--- src/hdl/mrw_pkg.sv ---
// Shared types, constants and helpers for the Miller-Rabin witness test block.
package mrw_pkg;

    // Operand width of the modular arithmetic.
    localparam int NUM_WIDTH = 32;
    // Width of the input fields on the item channel.
    localparam int IN_WIDTH = 32;
    // Width of the squaring counter; it holds up to NUM_WIDTH - 1.
    localparam int S_WIDTH = $clog2(NUM_WIDTH);

    // Verdict codes carried by a result item.
    typedef enum logic [1:0] {
        VERDICT_PRIME     = 2'd0,
        VERDICT_COMPOSITE = 2'd1,
        VERDICT_BAD       = 2'd2
    } t_verdict;

    // Control from the sequencer to the modular multiplier.
    typedef struct packed {
        logic start;
    } t_mul_ctl;

    // Status from the modular multiplier back to the sequencer.
    typedef struct packed {
        logic busy;
        logic done;
    } t_mul_sts;

    // Fit an input field to the operand width: truncate or zero-extend.
    function automatic logic [NUM_WIDTH-1:0] fit_operand(input logic [IN_WIDTH-1:0] v);
        logic [NUM_WIDTH+IN_WIDTH-1:0] wide;
        wide = {{NUM_WIDTH{1'b0}}, v};
        return wide[NUM_WIDTH-1:0];
    endfunction

endpackage

--- src/hdl/mrw_mulmod.sv ---
// Iterative shift-and-add modular multiplier, one multiplier bit per cycle.
module mrw_mulmod (
    input  logic                            i_clk,
    input  logic                            i_rst_n,
    input  mrw_pkg::t_mul_ctl               i_ctl,
    input  logic [mrw_pkg::NUM_WIDTH-1:0]   i_x,
    input  logic [mrw_pkg::NUM_WIDTH-1:0]   i_y,
    input  logic [mrw_pkg::NUM_WIDTH-1:0]   i_m,
    output mrw_pkg::t_mul_sts               o_sts,
    output logic [mrw_pkg::NUM_WIDTH-1:0]   o_product
);
    import mrw_pkg::*;

    // (x + y) mod m for x, y below m, without leaving the operand width.
    function automatic logic [NUM_WIDTH-1:0] add_mod(
        input logic [NUM_WIDTH-1:0] x,
        input logic [NUM_WIDTH-1:0] y,
        input logic [NUM_WIDTH-1:0] m
    );
        logic [NUM_WIDTH-1:0] room;
        room = m - y;
        return (x >= room) ? (x - room) : (x + y);
    endfunction

    logic                 r_busy;
    logic                 r_done;
    logic [NUM_WIDTH-1:0] r_acc;
    logic [NUM_WIDTH-1:0] r_x;
    logic [NUM_WIDTH-1:0] r_y;
    logic [NUM_WIDTH-1:0] r_m;
    logic [NUM_WIDTH-1:0] n_acc;
    logic [NUM_WIDTH-1:0] n_x;

    // One step: add the multiplicand when the current bit is set, and double the multiplicand.
    always_comb begin
        n_acc = r_y[0] ? add_mod(r_acc, r_x, r_m) : r_acc;
        n_x   = add_mod(r_x, r_x, r_m);
    end

    // Control flags.
    always_ff @(posedge i_clk) begin
        if (!i_rst_n) begin
            r_busy <= 1'b0;
            r_done <= 1'b0;
        end else begin
            r_done <= 1'b0;
            if (i_ctl.start) begin
                r_busy <= 1'b1;
            end else if (r_busy && (r_y == '0)) begin
                r_busy <= 1'b0;
                r_done <= 1'b1;
            end
        end
    end

    // Datapath registers.
    always_ff @(posedge i_clk) begin
        if (i_ctl.start) begin
            r_acc <= '0;
            r_x   <= i_x;
            r_y   <= i_y;
            r_m   <= i_m;
        end else if (r_busy && (r_y != '0)) begin
            r_acc <= n_acc;
            r_x   <= n_x;
            r_y   <= r_y >> 1;
        end
    end

    assign o_sts.busy = r_busy;
    assign o_sts.done = r_done;
    assign o_product  = r_acc;

endmodule

--- config.mk ---
export PLATFORM = sky130hd
export DESIGN_NAME = mrw_mulmod
export DESIGN_NICKNAME = d
export VERILOG_FILES = /design/src/hdl/mrw_pkg.sv /design/src/hdl/mrw_mulmod.sv
export SDC_FILE = /design/constraint.sdc
export NUM_CORES = 1
export LEC_CHECK = 0
export BUFFER_PORTS_ARGS = -buffer_cell sky130_fd_sc_hd__buf_2
export CORE_UTILIZATION = 55
export DETAILED_ROUTE_END_ITERATION = 8
export HOLD_SLACK_MARGIN = 0.08
export PLACE_DENSITY = 0.83
export REMOVE_ABC_BUFFERS = 1
export SLEW_MARGIN = 10
export SYNTH_ARGS = -nofsm -noshare
export SYNTH_HDL_FRONTEND = slang
export SYNTH_SLANG_ARGS = --single-unit
--- constraint.sdc ---
create_clock -name i_clk -period 13.6 [get_ports i_clk]
set_input_delay 3.4 -clock i_clk [delete_from_list [all_inputs] [get_ports i_clk]]
set_output_delay 3.4 -clock i_clk [all_outputs]
set_load 0.01 [all_outputs]
======== Word level (Yosys, flattened, before mapping) ========
Index checks and enable logic that the tools add are counted.
word-level totals
  output and inout port bits .............. 34
  bits in registers ....................... 130
  logic and storage cells ................. 31
  input bits .............................. 99
operators by class
  $add $sub $neg .......................... 5
  magnitude comparators ................... 2
  multiplexer cells ....................... 9
  reductions and logical operators ........ 8
  bitwise operators ....................... 1
operators with widths
  operator                            number
  two-way mux 32 bit                  6
  subtractor 32 bit                   3
  adder 32 bit                        2
  greater-or-equal comparator 32 bit  2
  zero test 32 bit                    1
  nonzero test 32 bit                 1
  nonzero test 2 bit                  2
  two-way mux 1 bit                   3
  logical AND 1 bit                   2
  AND reduction 2 bit                 1
  OR reduction 2 bit                  1
  NOT 1 bit                           1

======== Longest topological paths before layout ========
Gate-level depths: netlist of the first run.
  depth in word-level cells ............... 5
  gate-level depth with buffers ........... 29
  depth with buffers taken out ............ 27

======== Least setup slack after synthesis of the first run ========
No wires, ideal clock.
  kind .................................... in2reg
  start ................................... input port i_ctl
  end ..................................... register r_busy
  setup slack ............................. 7.952 ns
  required time ........................... 13.472 ns
  cell stages on the path ................. 4
  setup time .............................. 0.128 ns
  arrival time ............................ 5.521 ns
  path buffers ............................ 1
  cell sequence ........................... inv_1 > clkbuf_1 > nand2_1 > and2_1
on the way
  word-level cells in the longest chain between the ends .. 1
  elaborated cells between the ends (all ways) .. 2
  classes of those cells .................. mux (1); reduce/logical (1)
RTL lines
  element                                                  RTL line          RTL
  start, declared                                          mrw_mulmod.sv:5   input mrw_pkg::t_mul_ctl i_ctl,
  two-way mux 1 bit or nonzero test 2 bit (tied branches)  -
  end signal, assigned                                     mrw_mulmod.sv:43  r_busy <= 1'b0;
  end signal, assigned                                     mrw_mulmod.sv:48  r_busy <= 1'b1;
  end signal, assigned                                     mrw_mulmod.sv:50  r_busy <= 1'b0;
  end, declared                                            mrw_mulmod.sv:25  logic r_busy;
Parallel ways exist; a longest one is shown, timed or not.
A chain may end at the register's enable or synchronous reset.

======== Worst setup path in the final report of the first run ========
  start ................................... register r_x[1]
  end ..................................... register r_x[31] (data pin)
on the way
  word-level cells in the longest chain between the ends .. 5
  elaborated cells between the ends (all ways) .. 7
  classes of those cells .................. add/sub (3); order compare (1); mux (3)
RTL lines
  element                                                                  RTL line          RTL
  start, declared                                                          mrw_mulmod.sv:28  logic [NUM_WIDTH-1:0] r_x;
  start signal, assigned                                                   mrw_mulmod.sv:60  r_x <= i_x;
  start signal, assigned                                                   mrw_mulmod.sv:65  r_x <= n_x;
  subtractor 32 bit                                                        mrw_mulmod.sv:21  room = m - y;
  subtractor 32 bit or greater-or-equal comparator 32 bit (tied branches)  mrw_mulmod.sv:22  return (x >= room) ? (x - room) : (x + y);
  two-way mux 32 bit (*)                                                   mrw_mulmod.sv:22
  two-way mux 32 bit (*)                                                   mrw_mulmod.sv:63  end else if (r_busy && (r_y != '0)) begin
  two-way mux 32 bit (*)                                                   mrw_mulmod.sv:58  if (i_ctl.start) begin
Every way passes the cells marked *; elsewhere a longest branch is shown, timed or not. The select of a mux whose other input is x is not followed.

==> qor.txt, run 1 <==
Commonest cells after routing, fill and taps aside -> buf_2 (131), a21oi_1 (124), ha_1 (123), nor2_1 (102), nand2_1 (97)
Most used DFF post-synth -> edfxtp_1
Leading cell type in the layout, fill and taps excluded -> buf_2
Post-Synth Simple-Gate Area -> 14.31%
Vias in the first global route -> 10.29k
Initial antenna violation count -> 0
Die H -> 148.2 um
Clock sink count -> 130
Die X-Extent -> 148.2 um
DP Area -> 0.01261 sq mm
RR Startpoint -> r_x[1]
DR pass1 iterations -> 7
Final setup margin -> 6.844 ns
Clock root buffer -> clkbuf_16
All-Layer GR Usage -> 29.38%
Critical Path Max Stage Delay -> 0.49 ns
Synth Area in Adders -> 14.15%
Total grt overflow -> 0
Worst path bufs/invs -> 2
Mux cell area share after synthesis -> 3.578%
RR Endpoint -> r_x[31]
Period utilization -> 49.67%
Worst slew pin tran -> 1.051 ns
Critical Path Sink Type -> flop
CP Class -> flop to flop
Synth Area in XOR/XNOR -> 8.167%
Maximum clock frequency -> 148.0 MHz
Via-to-Cell Ratio -> 6.252
Setup TNS -> 0 ns
Routed len/inst -> 18.56 um
Pins over their slew limit -> 0
Arrival time worst endpoint -> 6.95 ns
CP endpoint -> r_x[31]
N_diodes -> 0
Synthesized area -> 0.01175 sq mm
First-pass GRT wire length -> 51280 um
Final wirelength -> 32070 um
Final hold viol count -> 0
DR iter-0 viols -> 746
Complex-gate fraction of the synthesized area -> 25.35%
FF-to-FF setup slack -> 6.84 ns
Final setup violation count -> 0
WP depth -> 24
Clk buf depth -> 2
Post-CTS Hold Buffers -> 0
Final-layout fill cell count -> 1816
Ys async rst share -> 0%
Delay-heaviest family, CP -> compound AO/OA/AOI/OAI gates
Yosys top cell area share -> 24.53%
Number of I/O pins -> 133
Fin nets -> 1666
Post-DP HPWL -> 24190 um
Post-synthesis sequential area ratio -> 30.33%
Yosys reg bits -> 130
Total number of H-tree levels -> 4
Mapped Cells -> 1327
Layout cells sized above 1 -> 15.83%
Design Area, Final -> 0.01322 sq mm
Initial Util -> 56.07%
Top fanout value on the critical path -> 65
Main combinational cell family by area after synthesis -> compound AO/OA/AOI/OAI gates
Inserted Clock Buffers -> 17
Pre-CTS setup slack -> 7.026 ns
Cell variety after synth -> 81
Post-cts resize count -> 0
Worst setup SP type -> flop
Slowest CP cell -> edfxtp_1
Die area -> 0.02195 sq mm
YS warnings -> 0
Post-Syn Area per Cell -> 8.855 sq um
Worst slew margin -> 29.74%
Via count -> 10.80k
Dominant cells by area after synthesis -> edfxtp_1 (25%), ha_1 (13%), dfxtp_1 (5.8%), xnor2_1 (5.6%), a21oi_1 (5.3%)
Hold Slack -> 0.4453 ns
CORE AREA -> 0.02096 sq mm
Max-cap violation count -> 0
Clock skew -> 0.01643 ns
HP Class -> flop to flop
Routability cong. -> 0.9531
Setup repair bufs after CTS -> 0
PortBufs -> 132
Outcome -> finished, final reports clean
Register clock-pin slew on the reported worst setup and hold paths -> 0.07 ns
Final worst path period need -> 6.756 ns
Worst-Skew Late Latency -> 0.44 ns
Critical path cell sequence -> inv_1 -> ha_1 -> nor2b_1 -> o2111ai_1 -> a21oi_1 -> o21ai_0 -> nand2b_1 -> a31oi_1 -> nor2_1 -> a311o_1 -> xnor2_1 -> ha_1 -> and2_1 -> a221o_1 -> o21ai_0 -> a31oi_1 -> o31ai_1 -> a211oi_1 -> o21a_1 -> o41a_2 -> buf_4 -> o2111ai_1 -> nor2_1 -> a221o_1
R2R depth -> 24
CTS tree -> done
# DRC -> 0
Area Growth Syn to Fin -> 12.48%
Post-synth top area cell -> edfxtp_1
Crit path launch -> r_x[1]
RSZ-0062 raised after global routing -> no
Largest net degree at the start of global routing -> 80
Number of flops mapped to enable cells by yosys -> 96
Row cnt -> 53
Critical Path RT -> 13.79 ns
Detail Route Antenna Nets -> 0
==> synth_stat cells, drive strengths merged, types with 5 or more instances <==
master    n
a211o     7
a211oi   34
a21o     63
a21oi   124
a221o     5
a311oi   11
a31o      6
a31oi    19
and2     11
and3     15
and4      6
buf      20
clkbuf   24
dfxtp    34
edfxtp   96
ha      123
inv      75
mux2     32
mux2i     6
nand2    98
nand2b   12
nand3    17
nand4    19
nor2    102
nor2b    15
nor3     30
nor4     13
o211ai    8
o21a     14
o21ai    89
o21bai   15
o31ai     9
or2       5
or3       5
xnor2    75
xor2     32
==> worst min-delay path by stage <==
stage	cells after the start	end	slack [ns]	startpoint
final	2	r_done	0.45	r_busy
after floorplan	2	r_done	0.47	r_busy
after CTS	2	r_done	0.44	r_busy
after global routing	2	r_done	0.47	r_busy
after detailed placement	2	r_done	0.43	r_busy
after global placement	2	r_done	0.43	r_busy
==> tightest hold or removal path, delay by kind of cell (launching register included) <==
family	cells	cell delay, ns
flops	1	0.32
simple gates	2	0.09
==> state kept, by name (all words and copies together) (netlist names) <==
signal and cells:
o_product 32, r_m 32, r_x 32, r_y 32, r_busy 1, r_done 1
==> cell families after synthesis <==
family | count (synthesis)
compound gates | 448
xor+xnor | 108
fa+ha+maj | 131
buf+inv | 119
flops | 130
mux | 38
simple gates | 353
==> metrics by stage <==
step | instances | utilization [%]
after global routing | 1728 | 63.07
after CTS | 1728 | 63.07
after floorplan | 1283 | -
final | 1728 | 63.07
after detailed placement | 1696 | 60.17
after global placement | 1696 | 60.17
==> area by class of cell <==
| cell class | instances | area, sq um | area share [%] |
|---|---|---|---|
| timing repair buffer | 138 | 711.9 | 5.387 |
| clock inverter | 15 | 182.7 | 1.382 |
| tap | 275 | 344.1 | 2.603 |
| multi-input combinational | 1078 | 7707 | 58.32 |
| clock buffer | 17 | 425.4 | 3.219 |
| sequential | 130 | 3563 | 26.96 |
| inverter | 75 | 281.5 | 2.130 |
==> per-layer routing <==
layer	up-vias	track usage [%]	part of all wire, %
met2	450	48.03	46
met5	-	0	0
li1	5195	-	-
met4	0	11.60	3.1
met1	5080	38.97	44
met3	78	4.448	6.6
Power of run 1 is left out: the tool's default activity adds up to more than one toggle a clock period on the data nets, which glitch-free logic cannot reach.
==> run 2, diff against run 1 <==
clock period = 6.3 ns   (was 13.6 ns; I/O delays follow)
==> run 2 against run 1 <==
  * Worst hold slack improved by 0.0080 ns
  * The flow now finishes with violations (design-rule violations)
  * Register-to-register slack got worse by 6.6 ns
  * Via count about the same
  * Fmax increased by 11%
  * Routed wire length increased by 1.9%
  * Critical path type unchanged
  * Critical endpoint is now r_x[1]
==> qor.txt, run 2 (synthesis gave the netlist of run 1 again) <==
Outcome -> complete, but fails checks
Violated checks -> design-rule violations
Initial Util -> 56.07% (unchanged)
All-Layer GR Usage -> 29.72% (+0.34 points)
Final-layout fill cell count -> 1811 (-0.28%)
Worst setup SP type -> flop
CP Class -> flop to flop
Critical Path Max Stage Delay -> 0.43 ns (-0.06 ns)
Sequential Area -> 0.003563 sq mm (unchanged)
Critical Path RT -> 6.44 ns (-7.35 ns)
Maximum clock frequency -> 164.1 MHz (+11%)
RSZ-0062 raised after global routing -> no
Final hold viol count -> 0 (unchanged)
Largest net degree at the start of global routing -> 82 (+2.5%)
Layout cells sized above 1 -> 17.02% (+1.2 points)
Die X-Extent -> 148.2 um (unchanged)
Period utilization -> 96.75% (+47 points)
Startpoint of the worst hold path -> r_busy
Max-cap violation count -> 0 (unchanged)
DR pass1 iterations -> 7 (unchanged)
Fin nets -> 1676 (+0.60%)
Design Area, Final -> 0.01334 sq mm (+0.91%)
Most used cell, CP -> a21o_1
Total grt overflow -> 0 (unchanged)
RR Startpoint -> r_x[0]
DR iter-0 viols -> 861 (+15%)
Post-DP HPWL -> 24450 um (+1.0%)
HP Class -> flop to flop
Clock sink count -> 130 (unchanged)
Die H -> 148.2 um (unchanged)
Area occupied by multi-input gates -> 0.007771 sq mm (+0.83%)
Final wirelength -> 32670 um (+1.9%)
CTS tree -> done
Clock root buffer -> clkbuf_16
Number of I/O pins -> 133 (unchanged)
Arrival time worst endpoint -> 6.24 ns (-0.71 ns)
Top fanout value on the critical path -> 17 (-74%)
Post-CTS Hold Buffers -> 0 (unchanged)
Clk buf depth -> 2 (unchanged)
PortBufs -> 132 (unchanged)
Crit path launch -> r_x[0]
Register clock-pin slew on the reported worst setup and hold paths -> 0.07 ns (about the same)
# DRC -> 2 (+2)
Final worst path period need -> 6.095 ns (-0.6602 ns)
Clock skew -> 0.01600 ns (-0.0004244 ns)
Routed len/inst -> 18.80 um (+1.3%)
Worst path bufs/invs -> 2 (unchanged)
DP Area -> 0.01269 sq mm (+0.64%)
Worst slew margin -> 22.29% (-7.5 points)
Final setup violation count -> 0 (unchanged)
Row cnt -> 53 (unchanged)
Worst-Skew Late Latency -> 0.44 ns (about the same)
Setup TNS -> 0 ns (unchanged)
Commonest cells after routing, fill and taps aside -> buf_2 (131), a21oi_1 (123), ha_1 (122), nor2_1 (102), nand2_1 (97)
Area Growth Syn to Fin -> 13.50%
Pins over their slew limit -> 0 (unchanged)
Detail Route Antenna Nets -> 0 (unchanged)
Die area -> 0.02195 sq mm (unchanged)
Delay-heaviest family, CP -> compound AO/OA/AOI/OAI gates
Critical Path Sink Type -> flop
N_diodes -> 0 (unchanged)
Leading cell type in the layout, fill and taps excluded -> buf_2
Inserted Clock Buffers -> 17 (unchanged)
Slowest CP cell -> edfxtp_1
Routability cong. -> 0.9461 (-0.73%)
Via count -> 10.80k (-0.046%)
Via-to-Cell Ratio -> 6.213 (-0.62%)
First-pass GRT wire length -> 51520 um (+0.47%)
CORE AREA -> 0.02096 sq mm (unchanged)
Total number of H-tree levels -> 4 (unchanged)
Initial antenna violation count -> 0 (unchanged)
Vias in the first global route -> 10.16k (-1.2%)
Worst slew pin tran -> 1.163 ns (+0.1116 ns)
run 2: cell type report:
class                      instances  area share [%]
multi-input combinational       1078           58.27
tap                              275           2.580
timing repair buffer             148           5.995
sequential                       130           26.72
clock inverter                    15           1.135
clock buffer                      17           3.190
inverter                          75           2.111
run 2: through the flow:
stage	utilization [%]	worst slack [ns]	hold WS, ns	std cells
5_1_grt	63.64	0.003987	0.4773	1738
3_5_place_dp	60.55	0.1548	0.4476	1705
4_1_cts	63.30	0.07191	0.4563	1737
6_report	63.64	0.2046	0.4532	1738
2_1_floorplan	-	0.1415	0.4687	1283
3_3_place_gp	60.55	0.3226	0.4320	1705
run 2: routing by layer:
| layer | track usage (%) | share of wire, % | up-vias |
|---|---|---|---|
| met5 | 0 | 0 | - |
| met1 | 39.88 | 44 | 5046 |
| li1 | - | - | 5211 |
| met4 | 11.19 | 3.0 | 0 |
| met3 | 4.877 | 7.1 | 75 |
| met2 | 47.98 | 46 | 466 |
run 2: worst register-to-register path: stages (launching register included):
cell      delay [ns]
edfxtp_1        0.43
ha_1            0.23
inv_1           0.07
fa_1            0.40
a21o_1          0.26
a221oi_4        0.34
o211ai_2        0.16
a21boi_2        0.17
o21a_1          0.16
o21ai_0         0.22
a211oi_2        0.35
o21bai_1        0.14
a21o_1          0.17
a21oi_1         0.18
xor2_1          0.29
ha_1            0.37
and4_1          0.25
a21oi_1         0.16
nand2_1         0.08
a21o_1          0.24
a41o_1          0.21
a21o_1          0.21
o41a_4          0.19
buf_4           0.25
a21oi_1         0.18
o21ai_0         0.11
run 2: worst paths after layout:
check        cells past startpoint  slack, ns      to
max                             25       0.20  r_x[1]
min                              2       0.45  r_done
max reg2reg                     25       0.20  r_x[1]
min reg2reg                      2       0.45  r_done
run 2: repair_timing:
| action | CTS | global route |
|---|---|---|
| hold endpoints to repair | 0 | 0 |
| gates resized for setup | 0 | 14 |
| setup endpoints to repair | 0 | 59 |
| setup buffers | 0 | 1 |
Power of run 2 is left out for the same reason.
